### src/rtl/crcpf_pkg.sv
// Shared types, constants and the CRC-16 byte update for the packet framer.
package crcpf_pkg;

	// Framing constants.
	localparam logic [15:0] CRC_POLY    = 16'h1021;
	localparam logic [7:0]  SHORT_START = 8'd2;
	localparam logic [7:0]  LONG_START  = 8'd3;
	localparam logic [7:0]  END_BYTE    = 8'd3;
	localparam logic [7:0]  LEN_LIMIT_HI = 8'd1; // lengths of 256 and more take a long header
	localparam int          QUEUE_DEPTH = 4;

	// One input request: a payload byte with its packet information.
	typedef struct packed {
		logic [7:0]  data_byte;
		logic [15:0] payload_length;
		logic        last_byte;
	} in_t;

	// One output request: a byte of the framed stream.
	typedef struct packed {
		logic [7:0] out_byte;
		logic       run_last;
		logic       frame_end;
	} out_t;

	// Header that precedes a payload byte.
	typedef enum logic [1:0] {
		HDR_NONE  = 2'd0,
		HDR_SHORT = 2'd1,
		HDR_LONG  = 2'd2
	} hdr_kind_t;

	// Classified work handed from the front end to the byte sequencer.
	typedef struct packed {
		logic [7:0]  data_byte;
		logic [15:0] payload_length;
		hdr_kind_t   hdr_kind;
		logic        last_byte;
		logic [15:0] crc;
	} cmd_t;

	// Folds one byte into the CRC, most significant bit first.
	function automatic logic [15:0] crc_update(input logic [15:0] crc, input logic [7:0] b);
		logic [15:0] c;
		c = crc ^ {b, 8'h00};
		for (int i = 0; i < 8; i++) begin
			if (c[15]) begin
				c = {c[14:0], 1'b0} ^ CRC_POLY;
			end else begin
				c = {c[14:0], 1'b0};
			end
		end
		return c;
	endfunction

endpackage

### src/rtl/crcpf_front.sv
// Front end: accepts payload bytes, tracks packet state, chooses the header and runs the CRC.
module crcpf_front (
	input  logic             clk,
	input  logic             arst_n,
	input  logic             in_valid,
	output logic             in_ready,
	input  crcpf_pkg::in_t   in_data,
	output logic             push,
	output crcpf_pkg::cmd_t  push_cmd,
	input  logic             queue_full
);
	import crcpf_pkg::*;

	logic        in_packet_q;
	logic [15:0] crc_q;
	logic [15:0] crc_base;
	logic [15:0] crc_next;

	assign in_ready = !queue_full;
	assign push     = in_valid && in_ready;

	// A new packet restarts the CRC from zero.
	assign crc_base = in_packet_q ? crc_q : 16'h0000;
	assign crc_next = crc_update(crc_base, in_data.data_byte);

	// Classify the request and build the command for the sequencer.
	always_comb begin
		push_cmd.data_byte      = in_data.data_byte;
		push_cmd.payload_length = in_data.payload_length;
		push_cmd.last_byte      = in_data.last_byte;
		push_cmd.crc            = crc_next;
		if (in_packet_q) begin
			push_cmd.hdr_kind = HDR_NONE;
		end else if (in_data.payload_length[15:8] < LEN_LIMIT_HI) begin
			push_cmd.hdr_kind = HDR_SHORT;
		end else begin
			push_cmd.hdr_kind = HDR_LONG;
		end
	end

	// Packet state; the last byte closes the packet and clears the CRC.
	always_ff @(posedge clk or negedge arst_n) begin
		if (!arst_n) begin
			in_packet_q <= 1'b0;
			crc_q       <= 16'h0000;
		end else if (push) begin
			in_packet_q <= !in_data.last_byte;
			crc_q       <= in_data.last_byte ? 16'h0000 : crc_next;
		end
	end

endmodule

### src/rtl/crcpf_queue.sv
// Short command queue between the front end and the byte sequencer.
module crcpf_queue #(
	parameter int DEPTH = crcpf_pkg::QUEUE_DEPTH
) (
	input  logic             clk,
	input  logic             arst_n,
	input  logic             push,
	input  crcpf_pkg::cmd_t  push_cmd,
	output logic             full,
	input  logic             pop,
	output logic             empty,
	output crcpf_pkg::cmd_t  head_cmd
);
	import crcpf_pkg::*;

	localparam int PTR_W = (DEPTH > 1) ? $clog2(DEPTH) : 1;
	localparam int CNT_W = $clog2(DEPTH + 1);

	cmd_t             entry_q [DEPTH];
	logic [PTR_W-1:0] wr_ptr_q;
	logic [PTR_W-1:0] rd_ptr_q;
	logic [CNT_W-1:0] count_q;

	assign full     = (count_q == CNT_W'(DEPTH));
	assign empty    = (count_q == '0);
	assign head_cmd = entry_q[rd_ptr_q];

	// Pointers and fill count.
	always_ff @(posedge clk or negedge arst_n) begin
		if (!arst_n) begin
			wr_ptr_q <= '0;
			rd_ptr_q <= '0;
			count_q  <= '0;
		end else begin
			if (push) begin
				wr_ptr_q <= (wr_ptr_q == PTR_W'(DEPTH - 1)) ? '0 : wr_ptr_q + 1'b1;
			end
			if (pop) begin
				rd_ptr_q <= (rd_ptr_q == PTR_W'(DEPTH - 1)) ? '0 : rd_ptr_q + 1'b1;
			end
			if (push && !pop) begin
				count_q <= count_q + 1'b1;
			end else if (pop && !push) begin
				count_q <= count_q - 1'b1;
			end
		end
	end

	// Entry storage needs no reset.
	always_ff @(posedge clk) begin
		if (push) begin
			entry_q[wr_ptr_q] <= push_cmd;
		end
	end

	// Overflow and underflow would mean the handshakes above are wrong.
	assert property (@(posedge clk) disable iff (!arst_n) full |-> !push)
		else $error("command queue written while full");
	assert property (@(posedge clk) disable iff (!arst_n) empty |-> !pop)
		else $error("command queue read while empty");
	assert property (@(posedge clk) disable iff (!arst_n) (push && !pop) |=> !empty)
		else $error("command queue lost an entry");

endmodule

### src/rtl/crcpf_back.sv
// Back end: steps through header, payload and trailer bytes of each command into the output register.
module crcpf_back (
	input  logic             clk,
	input  logic             arst_n,
	input  logic             cmd_valid,
	input  crcpf_pkg::cmd_t  cmd,
	output logic             pop,
	output logic             out_valid,
	input  logic             out_ready,
	output crcpf_pkg::out_t  out_data
);
	import crcpf_pkg::*;

	logic [2:0] idx_q;
	logic       out_valid_q;
	out_t       out_data_q;
	logic [2:0] hdr_n;
	logic [2:0] total_n;
	logic [2:0] tail_idx;
	logic       advance;
	logic       step_last;
	out_t       next_out;

	// Number of header bytes and of bytes in this command.
	always_comb begin
		case (cmd.hdr_kind)
			HDR_SHORT: hdr_n = 3'd2;
			HDR_LONG:  hdr_n = 3'd3;
			default:   hdr_n = 3'd0;
		endcase
	end
	assign total_n   = hdr_n + (cmd.last_byte ? 3'd4 : 3'd1);
	assign tail_idx  = idx_q - hdr_n - 3'd1;
	assign step_last = (idx_q == total_n - 3'd1);

	// Pick the byte for the current step.
	always_comb begin
		next_out.run_last  = step_last;
		next_out.frame_end = 1'b0;
		if (idx_q < hdr_n) begin
			if (idx_q == 3'd0) begin
				next_out.out_byte = (cmd.hdr_kind == HDR_SHORT) ? SHORT_START : LONG_START;
			end else if (idx_q == 3'd1 && cmd.hdr_kind == HDR_LONG) begin
				next_out.out_byte = cmd.payload_length[15:8];
			end else begin
				next_out.out_byte = cmd.payload_length[7:0];
			end
		end else if (idx_q == hdr_n) begin
			next_out.out_byte = cmd.data_byte;
		end else begin
			case (tail_idx)
				3'd0:    next_out.out_byte = cmd.crc[15:8];
				3'd1:    next_out.out_byte = cmd.crc[7:0];
				default: begin
					next_out.out_byte  = END_BYTE;
					next_out.frame_end = 1'b1;
				end
			endcase
		end
	end

	// The output register takes a new byte whenever it is empty or being drained.
	assign advance   = !out_valid_q || out_ready;
	assign pop       = advance && cmd_valid && step_last;
	assign out_valid = out_valid_q;
	assign out_data  = out_data_q;

	// Step counter and output valid.
	always_ff @(posedge clk or negedge arst_n) begin
		if (!arst_n) begin
			idx_q       <= 3'd0;
			out_valid_q <= 1'b0;
		end else if (advance) begin
			out_valid_q <= cmd_valid;
			if (cmd_valid) begin
				idx_q <= step_last ? 3'd0 : idx_q + 3'd1;
			end
		end
	end

	// Output payload.
	always_ff @(posedge clk) begin
		if (advance && cmd_valid) begin
			out_data_q <= next_out;
		end
	end

	// The closing byte ends the command and carries the end byte value.
	assert property (@(posedge clk) disable iff (!arst_n)
		(out_valid_q && out_data_q.frame_end) |-> (out_data_q.run_last &&
		out_data_q.out_byte == END_BYTE))
		else $error("frame end without run end or with wrong byte");
	// A command never has more than seven steps.
	assert property (@(posedge clk) disable iff (!arst_n) idx_q <= 3'd6)
		else $error("step counter overran");
	// A finished command leaves the counter at its first step.
	assert property (@(posedge clk) disable iff (!arst_n) pop |=> idx_q == 3'd0)
		else $error("step counter not cleared after pop");

endmodule

### src/rtl/crc16_packet_framer.sv
// Top level of the CRC-16 packet framer: front end, command queue and byte sequencer.
//
// Usage: payload bytes arrive on the in channel (in_valid/in_ready/in_data), each request
// carrying the byte, the packet length (sampled on the first byte of a packet) and a
// last-byte flag. Framed bytes leave on the out channel (out_valid/out_ready/out_data),
// one request per byte; run_last marks the final byte produced by an input request and
// frame_end marks the closing end byte.
// An accepted request goes into the command queue, and its output bytes are registered.
// Throughput: the sequencer emits one byte per cycle while a command is queued and the
// receiver takes bytes. A request yields 1 byte for a middle payload byte, 3 or 4 for the
// first byte of a packet (short or long header), 4 for the last and up to 7 for a
// single-byte packet. The queue of QUEUE_DEPTH commands lets the input keep being accepted
// while the sequencer is busy with headers and trailers; in_ready drops only when it is full.
// Reset clears the packet state, the CRC, the queue and the output register.
// When the receiver holds out_ready low the output byte stays put, the sequencer stops,
// and once the queue fills in_ready falls.
module crc16_packet_framer #(
	parameter int QUEUE_DEPTH = crcpf_pkg::QUEUE_DEPTH
) (
	input  logic            clk,
	input  logic            arst_n,
	input  logic            in_valid,
	output logic            in_ready,
	input  crcpf_pkg::in_t  in_data,
	output logic            out_valid,
	input  logic            out_ready,
	output crcpf_pkg::out_t out_data
);
	import crcpf_pkg::*;

	logic push;
	logic pop;
	logic queue_full;
	logic queue_empty;
	cmd_t push_cmd;
	cmd_t head_cmd;

	// Accept and classify.
	crcpf_front u_front (
		.clk        (clk),
		.arst_n     (arst_n),
		.in_valid   (in_valid),
		.in_ready   (in_ready),
		.in_data    (in_data),
		.push       (push),
		.push_cmd   (push_cmd),
		.queue_full (queue_full)
	);

	// Decouple the two halves.
	crcpf_queue #(
		.DEPTH (QUEUE_DEPTH)
	) u_queue (
		.clk      (clk),
		.arst_n   (arst_n),
		.push     (push),
		.push_cmd (push_cmd),
		.full     (queue_full),
		.pop      (pop),
		.empty    (queue_empty),
		.head_cmd (head_cmd)
	);

	// Emit the framed bytes.
	crcpf_back u_back (
		.clk       (clk),
		.arst_n    (arst_n),
		.cmd_valid (!queue_empty),
		.cmd       (head_cmd),
		.pop       (pop),
		.out_valid (out_valid),
		.out_ready (out_ready),
		.out_data  (out_data)
	);

endmodule

### config.mk
export PLATFORM = sky130hd
export DESIGN_NAME = crc16_packet_framer
export DESIGN_NICKNAME = d
export VERILOG_FILES = /design/src/rtl/crcpf_pkg.sv /design/src/rtl/crcpf_front.sv /design/src/rtl/crcpf_queue.sv /design/src/rtl/crcpf_back.sv /design/src/rtl/crc16_packet_framer.sv
export SDC_FILE = /design/constraint.sdc
export NUM_CORES = 1
export LEC_CHECK = 0
export BUFFER_PORTS_ARGS = -buffer_cell sky130_fd_sc_hd__buf_2
export CORE_MARGIN = 10
export CORE_UTILIZATION = 65
export DETAILED_ROUTE_END_ITERATION = 10
export HOLD_SLACK_MARGIN = 0.06
export PLACE_DENSITY = 0.83
export SLEW_MARGIN = 20
export SYNTH_ARGS = -nofsm -noshare
export SYNTH_HDL_FRONTEND = slang
export SYNTH_HIERARCHICAL = 1
export SYNTH_SLANG_ARGS = --single-unit
### constraint.sdc
create_clock -name clk -period 5.77 [get_ports clk]
set_input_delay 1.154 -clock clk [delete_from_list [all_inputs] [get_ports clk]]
set_output_delay 1.154 -clock clk [all_outputs]
set_load 0.05 [all_outputs]
==> metrics.txt, run 1 <==
status finished clean; count of final hold-check violations 0; Power Density approximately 630 mW/mm²; CP required between 6000 and 7000 ps; power share of the combinational group approximately 40%; layout cell share with drive strength beyond 1 24.2%; clk_skew approximately 6 ps; crit path capture type flop; post-synthesis simple-gate area fraction 4.83%; largest net degree at the start of global routing 44; CTS Buf Count 21; DRC viols 0; grt ovf 0; largest family of logic cells by synthesized area multiplexers; initial drt markers ~410; global-route wire length before repair between 20000 and 30000 µm; most common cell after layout, fill and taps aside edfxtp_1; CP max stage cell dfrtp_2; syn_area_per_cell ~18 µm²; final setup fails 0; CTS clk-pin slew, worst paths 60 ps; IO buf count 40; CTS tree built; post-synthesis compound-gate area fraction 5.04%; worst path cell trace mux4_2 > inv_1 > ha_1 > inv_1 > ha_1 > ha_1 > xor2_1 > nand3_2 > inv_2 > and2_4 > inv_1 > ha_1 > inv_1 > fa_1 > mux2_2; net switching power between 2 and 2.5 mW; Synth Instances roughly 530; clk_lat worst skew between 400 and 500 ps; FILL cells 816; Synth area leader edfxtp_1; Post-synth EDFFs 182; Slew Viols, Final 0; Max VDD drop between 300 and 400 µV; Slew @ Worst Pin ~800 ps; number of global-route vias before repair approximately 5k; mapped cell area between 0.009 and 0.01 mm²; I/O Pins 41; Crit path max-delay family adder cells; Crit path depth 15; antenna-violating nets left 0; Core Box Area roughly 0.014 mm²; Leak Pwr ~3.7 nW; top-area cell type share of the netlist area between 50% and 60%; most frequent cells in the layout edfxtp_1 (182), buf_2 (40), mux4_2 (38); final setup TNS 0 ps; fmax 264 MHz; nets slightly below 600; Hold WS roughly 500 ps; total power ~6.4 mW; CP max stage delay roughly 690 ps; XOR/XNOR Fraction of Synth Area about 5.0%; Worst Reg-to-Reg Cells 15; gpl congestion approximately 0.82; WP buf/inv 5; final instance area a little over 0.01 mm²; adder-cell share of the synthesized area 2.69%; area post-placement 0.00945 mm²; Min-Delay Path Class flop to flop; Starting Density around two thirds; post-synthesis sequential area ratio 65.7%; Post-Syn Nets around 580; startpoint types flop; Tmin final about 3800 ps; H-tree depth 1; die height 140 µm; Reg power frac between 30% and 40%; CTS resizes 0; maxcap violations 0; footprint of the multi-input gates about 0.0028 mm²; Setup CP Type flop to flop; DR vias 4784; Cell Rows 43; Synth cell types 55; Tot GR Track Use a little under a fifth; Bufs on Longest Clock Path 3; yosys warns 6; Root Driver clkbuf_16; multiplexer share of the synthesized area 11.7%; total length of routed wires about 18000 µm; Most used DFF post-synth edfxtp_1; Diodes inserted 0; Post-CTS Setup Inserts 0; Via density around 6.5; CTS Hold Bufs 0; area grow syn2layout 8.20%; wire length per cell 24.9 µm; Sw Share between 30% and 40%; RSZ-0062 raised after global routing no; # clock sinks 210; Die X about 140 µm; ranking of synthesized cells by area edfxtp_1 (58%), mux4_2 (9.1%), dfrtp_1 (7.5%); die area between 0.015 and 0.02 mm²; worst rel slew slack between 40% and 50%; CP max FO 16; Pint between 4 and 5 mW; Clock power frac a little over a fifth; Tcrit/Tclk final approximately two thirds; initial antenna violation count 0; Storage cell area 0.00617 mm²; synthesis-stage register bit count 210; hold depth 1; Post-synth ARST share around an eighth; critical path arrival 4160 ps; dpl hpwl 11800 µm; Detailed Routing Iterations Pass 1 5
[final timing paths]
check                           slack (ps)           startpoint                  end
worst min-delay path                   500   u_queue/count_q[2]   u_queue/count_q[2]
worst max-delay path                  1980  u_queue/rd_ptr_q[0]   u_queue/count_q[1]
worst max register to register        1980  u_queue/rd_ptr_q[0]   u_queue/count_q[1]
max in group asynchronous             4570               arst_n  u_queue/rd_ptr_q[1]
worst min register to register         500   u_queue/count_q[2]   u_queue/count_q[2]
min in group asynchronous              700               arst_n    u_front/crc_q[13]
[cell families (layout without fill, tap and decap cells)]
family | count (synthesis) | in the layout
buf+inv | 68 | 99
fa+ha+maj | 19 | 19
flops | 210 | 210
mux | 54 | 54
compound gates | 61 | 61
xor+xnor | 40 | 40
simple gates | 75 | 75
[routing by layer]
metal | track usage, % | vias to the layer above | part of all wire [%] | wire [µm]
li1 | - | 2081 | - | -
met1 | 24.9 | 2486 | 42 | 7750
met2 | 30.1 | 177 | 49 | 9070
met3 | 3.48 | 40 | 5.9 | 1090
met4 | 5.87 | 0 | 2.6 | 476
met5 | 0 | - | 0 | 0
[power groups by stage]
stage | clock network (mW) | logic, mW | registers (mW)
6_report | 1.35 | 2.60 | 2.48
5_1_grt | 1.44 | 2.81 | 2.52
4_1_cts | 1.38 | 2.60 | 2.48
3_5_place_dp | 0 | 2.56 | 2.50
3_3_place_gp | 0 | 2.47 | 2.47
2_1_floorplan | 0 | 2.09 | 2.48
[worst register-to-register path: cells and delay by family, from the launching register on]
family / cells / cell delay [ps]
buffers and inverters: 5 / 380
adders and majority gates: 5 / 1260
and+or+nand+nor: 2 / 280
muxes: 2 / 870
DFF: 1 / 690
xor gates and xnor gates: 1 / 200
[state kept, by name, indices dropped and copies added (netlist names)]
| register | cells |
|---|---|
| u_front/in_packet_q | 1 |
| u_front/crc_q | 16 |
| u_back/out_valid | 1 |
| u_queue/count_q | 3 |
| u_queue/rd_ptr_q | 2 |
| u_back/idx_q | 3 |
| u_queue/entry_q | 172 |
| u_back/out_data | 10 |
| u_queue/wr_ptr_q | 2 |
[area by class of cell]
type | count | share of cell area, %
clock buffer | 30 | 6.01
clock inverter | 7 | 0.863
inverter | 16 | 0.591
multi-input combinational | 249 | 27.1
sequential | 210 | 60.8
tap | 180 | 2.22
timing repair buffer | 46 | 2.42
[through the flow]
stage	setup slack [ps]	utilization (%)	cells
3_3_place_gp	2110	67.6	701
2_1_floorplan	2330	-	527
5_1_grt	1670	72.6	738
3_5_place_dp	1980	67.6	701
4_1_cts	1940	72.6	738
6_report	1980	72.6	738
[cell usage after synthesis (8+ instances only)]
library cell,instances
edfxtp_1,182
mux4_2,38
dfrtp_1,28
buf_4,25
xor2_1,19
ha_1,17
nand2_1,16
nor2_1,15
a22o_1,14
buf_2,14
inv_1,14
xnor2_1,12
xnor3_1,8
Note: power is estimated with default switching activity, not from simulation.
==> run 2, diff against run 1 <==
- CORE_UTILIZATION: 65 -> 61
- PLACE_DENSITY: 0.83 -> 0.79
- clock period: 5.77 -> 3.64 ns (I/O delays scaled with it)
==> metrics.txt, run 2 (synthesis gave the netlist of run 1 again) <==
status finished clean; nets 598 (+1.0%); Reg power frac 37.6% (-1.0 points); CTS resizes 0 (unchanged); CP max stage delay 530 ps (-160 ps); Pint 6.51 mW (+57%); gpl congestion 0.859 (+5.3%); Slew @ Worst Pin 692 ps (-116 ps); Sw Share 35.6% (+0.23 points); Tcrit/Tclk final 94.1% (+28 points); CP max FO 5 (-11); net switching power 3.60 mW (+58%); Setup CP Type flop to flop; fmax 292 MHz (+11%); final setup fails 0 (unchanged); power share of the combinational group 42.4% (+2.0 points); grt ovf 0 (unchanged); maxcap violations 0 (unchanged); initial drt markers 463 (+14%); FILL cells 955 (+17%); GRT met1 Usage 24.1% (-0.83 points); DR vias 4760 (-0.50%); CTS Hold Bufs 0 (unchanged); final setup TNS 0 ps (unchanged); Core Box Area 0.0151 mm² (+8.3%); Largest register FFs 172 (unchanged); Storage cell area 0.00617 mm² (unchanged); RSZ-0062 raised after global routing no; Slew Viols, Final 0 (unchanged); die height 144 µm (+2.8%); met2 global-route usage 28.6% (-1.6 points); layout cell share with drive strength beyond 1 24.4% (+0.23 points); Crit path max-delay family adder cells; Bufs on Longest Clock Path 3 (unchanged); number of global-route vias before repair 4959 (-1.6%); CP max stage cell mux4_2; footprint of the multi-input gates 0.00276 mm² (unchanged); final instance area 0.0102 mm² (+0.11%); total length of routed wires 17700 µm (-3.7%); largest net degree at the start of global routing 44 (unchanged); global-route wire length before repair 28200 µm (-2.1%); dpl hpwl 11600 µm (-1.9%); IO buf count 40 (unchanged); WP buf/inv 5 (unchanged); CTS tree built; CTS Buf Count 21 (unchanged); CP required 4040 ps (-2100 ps); Post-CTS Setup Inserts 0 (unchanged); Starting Density 62.0% (-5.1 points); Max VDD drop 541 µV (+58%); Root Driver clkbuf_16; most common cell after layout, fill and taps aside edfxtp_1; wire length per cell 23.5 µm (-5.6%); worst rel slew slack 53.5% (+7.4 points); die area 0.0207 mm² (+5.6%); Via density 6.32 (-2.5%); antenna-violating nets left 0 (unchanged); count of final hold-check violations 0 (unchanged); Power Density 995 mW/mm² (+57%); Min-Delay Path Class input port to async pin; area post-placement 0.00951 mm² (+0.61%); met3 Resource Use GR 3.15% (-0.33 points); Largest Register u_queue/entry_q; Diodes inserted 0 (unchanged); area grow syn2layout 8.32%; worst path cell trace mux4_2 > inv_1 > ha_1 > inv_1 > ha_1 > ha_1 > xor2_1 > nand3_2 > inv_2 > and2_4 > inv_1 > ha_1 > inv_1 > fa_1 > xor2_1 > nor2_1 > xor2_1; crit path capture type flop; clk_lat worst skew 500 ps (about the same); GRT busiest layer met2; initial antenna violation count 0 (unchanged); H-tree depth 1 (unchanged); Tot GR Track Use 17.7% (-0.85 points); clk_skew 18.4 ps (+12.6 ps); Cell Rows 45 (+4.7%); most frequent cells in the layout edfxtp_1 (182), buf_2 (40), mux4_2 (38); Clock power frac 20.1% (-0.9 points); I/O Pins 41 (unchanged); startpoint types flop; Leak Pwr 3.68 nW (about the same); # clock sinks 210 (unchanged); critical path arrival 3830 ps (-330 ps); DRC viols 0 (unchanged); Die X 144 µm (+2.8%); Detailed Routing Iterations Pass 1 4 (-1); CTS clk-pin slew, worst paths 60 ps (about the same); Tmin final 3420 ps (-365 ps)
[run 2: cell count changes in the layout (fill, tap and decap cells not counted), sizes merged]
| cell | before | now |
|---|---|---|
| buf | 46 | 52 |
| clkinvlp | 0 | 2 |
| bufinv | 2 | 1 |
| clkbuf | 30 | 31 |
| clkinv | 4 | 3 |
[run 2: cell type report]
| class | instances | share of cell area (%) |
|---|---|---|
| Sequential cell | 210 | 60.7 |
| Clock buffer | 31 | 5.74 |
| Clock inverter | 7 | 0.702 |
| Tap cell | 188 | 2.31 |
| Inverter | 16 | 0.591 |
| Multi-Input combinational cell | 249 | 27.1 |
| Timing Repair Buffer | 52 | 2.86 |
[run 2: path summary, 6_finish.rpt]
kind                                     start  cells past startpoint  slack, ps                      to
max reg2reg                u_queue/rd_ptr_q[0]                     17        220      u_queue/count_q[2]
max in group asynchronous               arst_n                      1       2900     u_queue/rd_ptr_q[1]
max                        u_queue/rd_ptr_q[0]                     17        220      u_queue/count_q[2]
min reg2reg                 u_queue/count_q[2]                      1        520      u_queue/count_q[2]
min in group clk                    in_data[7]                      1        450  u_queue/entry_q[3][25]
min                                     arst_n                      1        260        u_back/out_valid
[run 2: power groups by stage]
| stage | Clock, mW | Sequential, mW | Combinational [mW] |
|---|---|---|---|
| after floorplan | 0 | 3.94 | 3.31 |
| after global placement | 0 | 3.80 | 4.13 |
| after detailed placement | 0 | 3.84 | 4.27 |
| after CTS | 2.06 | 3.80 | 4.29 |
| after global routing | 2.17 | 3.86 | 4.66 |
| final | 2.03 | 3.80 | 4.28 |
[run 2: per-layer routing]
metal | vias up | share of wire [%]
met5 | - | 0
met4 | 0 | 2.4
met3 | 32 | 6.1
met2 | 181 | 49
met1 | 2440 | 43
li1 | 2107 | -
[run 2: stage by stage]
stage	hold WS (ps)	worst slack, ps	std cells	utilization, %	total power, mW
floorplan	432	197	527	-	7.24
global placement	470	340	715	62.8	7.93
detailed placement	510	237	715	62.8	8.12
CTS	268	205	753	67.1	10.2
global route	286	28.2	753	67.1	10.7
finish	257	215	753	67.1	10.1
==> run 3, diff against run 2 <==
- CORE_UTILIZATION: 61 -> 41
- GPL_TIMING_DRIVEN: default -> 0
- PLACE_DENSITY: 0.79 -> default
- SLEW_MARGIN: 20 -> 5
==> metrics.txt, run 3 (synthesis gave the netlist of run 1 again) <==
Via density 5.47 (-13%); Bufs on Longest Clock Path 3 (unchanged); Max VDD drop 428 µV (-21%); Die X 171 µm (+19%); Slew @ Worst Pin 857 ps (+165 ps); CTS clk-pin slew, worst paths 60 ps (about the same); Cell Rows 55 (+22%); initial antenna violation count 0 (unchanged); final setup TNS 0 ps (unchanged); total power 11.1 mW (+9.9%); count of final hold-check violations 0 (unchanged); Diodes inserted 0 (unchanged); largest net degree at the start of global routing 29 (-34%); CTS Buf Count 22 (+4.8%); clk_lat worst skew 500 ps (about the same); die height 171 µm (+19%); Tcrit/Tclk final 96.5% (+2.4 points); antenna-violating nets left 0 (unchanged); Hold WS 290 ps (+33.4 ps); Largest Register u_queue/entry_q; I/O Pins 41 (unchanged); Core Box Area 0.0226 mm² (+49%); DR vias 4883 (+2.6%); grt ovf 0 (unchanged); reg2reg start u_queue/rd_ptr_q[0]; Leak Pwr 4.00 nW (+8.7%); footprint of the multi-input gates 0.00277 mm² (+0.45%); most common cell after layout, fill and taps aside edfxtp_1; Largest register FFs 172 (unchanged); dpl hpwl 13700 µm (+18%); global-route wire length before repair 30600 µm (+8.7%); total length of routed wires 19800 µm (+12%); gpl congestion 0.872 (+1.5%); DRC viols 0 (unchanged); H-tree depth 1 (unchanged); register-to-register path setup slack 130 ps (-90 ps); number of global-route vias before repair 5184 (+4.5%); fmax 285 MHz (-2.5%); critical path arrival 3930 ps (+100 ps); Tmin final 3510 ps (+86.8 ps); Worst Reg-to-Reg Cells 18 (+1); worst rel slew slack 42.9% (-11 points); die area 0.0293 mm² (+41%); most frequent cells in the layout edfxtp_1 (182), buf_2 (44), mux4_2 (38); layout cell share with drive strength beyond 1 29.4% (+5.0 points); CTS Hold Bufs 0 (unchanged); Starting Density 41.6% (-20 points); final setup fails 0 (unchanged); initial drt markers 375 (-19%); CTS tree built; IO buf count 32 (-20%); Min-Delay Path Class input port to async pin; crit path capture type flop; nets 640 (+7.0%); # clock sinks 210 (unchanged); FILL cells 1864 (+95%); CP max FO 4 (-1); clk_skew 9.93 ps (-8.50 ps); maxcap violations 0 (unchanged); startpoint types flop; RSZ-0062 raised after global routing yes; Detailed Routing Iterations Pass 1 5 (+1); Tot GR Track Use 13.7% (-4.1 points); Setup CP Type flop to flop; CP required 4060 ps (+20 ps); Storage cell area 0.00617 mm² (about the same); area grow syn2layout 16.1%; Power Density 1020 mW/mm² (+2.5%); wire length per cell 22.2 µm (-5.7%); status finished clean; Slew Viols, Final 0 (unchanged); Root Driver clkbuf_16; FF-to-FF End u_queue/count_q[2]
-- run 3: cell count changes in the layout (fill, tap and decap cells not counted), moves of 4 or more --
| cell | before | now |
|---|---|---|
| clkinv_1 | 1 | 7 |
| buf_12 | 0 | 7 |
| bufinv_16 | 1 | 7 |
| buf_2 | 40 | 44 |
| buf_6 | 0 | 5 |
| buf_4 | 12 | 31 |
-- run 3: routing by layer --
layer  track usage (%)  part of all wire [%]  vias up  routed length [µm]
met5                 0                     0        -                   0
met3              2.77                   5.1       33                1020
met2              22.4                    48      117                9600
met1              18.2                    45     2545                8870
met4              3.40                   1.5        0                 302
li1                  -                     -     2188                   -
-- run 3: cell type report --
cell class              instances  share of cell area, %
inverters                      16                  0.574
well taps                     285                   3.27
flip-flops and latches        210                   56.6
multi-input cells             249                   25.4
plain buffers                  51                   3.85
clock buffers                  25                   5.35
repair buffers                 42                   2.76
clock inverters                15                   2.22
-- run 3: what timing repair did --
action	in CTS	in global routing
cloned	0	0
setup endpoints to repair	8	4
buffers inserted	4	2
pin swaps	0	1
hold endpoints to repair	0	0
gates resized for setup	10	4
-- run 3: power by group --
group | internal, mW | switching (mW) | total [mW]
Clock | 1.64 | 0.884 | 2.52
Sequential | 3.51 | 0.233 | 3.75
Combinational | 2.11 | 2.73 | 4.84
Total | 7.27 | 3.85 | 11.1
-- run 3: stage by stage --
step / utilization, % / area (µm²) / instances / setup WS, ps
4_1_cts: 48.1 / 10900 / 891 / 15.6
2_1_floorplan: - / 9380 / 527 / 197
5_1_grt: 48.3 / 10900 / 893 / -18.0
3_3_place_gp: 43.9 / 9900 / 844 / -345
3_5_place_dp: 44.3 / 10000 / 848 / -308
6_report: 48.3 / 10900 / 893 / 129
-- run 3: worst max path at each step --
stage | start | endpoint | slack, ps | depth (start not counted)
6_report | u_queue/rd_ptr_q[0] | u_queue/count_q[2] | 130 | 18
5_1_grt | u_queue/rd_ptr_q[0] | u_queue/count_q[2] | -20 | 18
4_1_cts | u_queue/rd_ptr_q[1] | u_queue/count_q[2] | 20 | 19
3_5_place_dp | u_queue/rd_ptr_q[1] | u_queue/count_q[2] | -310 | 19
3_3_place_gp | in_valid | u_queue/entry_q[1][20] | -340 | 5
2_1_floorplan | u_queue/rd_ptr_q[0] | u_queue/count_q[1] | 200 | 17
-- run 3: critical path, cell delays in order, from the launching register on --
cell	delay, ps
dfrtp_1	390
buf_12	130
mux4_2	530
inv_2	90
ha_2	190
inv_1	60
ha_1	180
ha_1	280
xor2_1	180
nand3_2	100
inv_2	50
and2_4	160
inv_4	80
ha_4	140
inv_1	50
fa_1	390
xor2_1	160
nor2_1	110
xor2_1	160
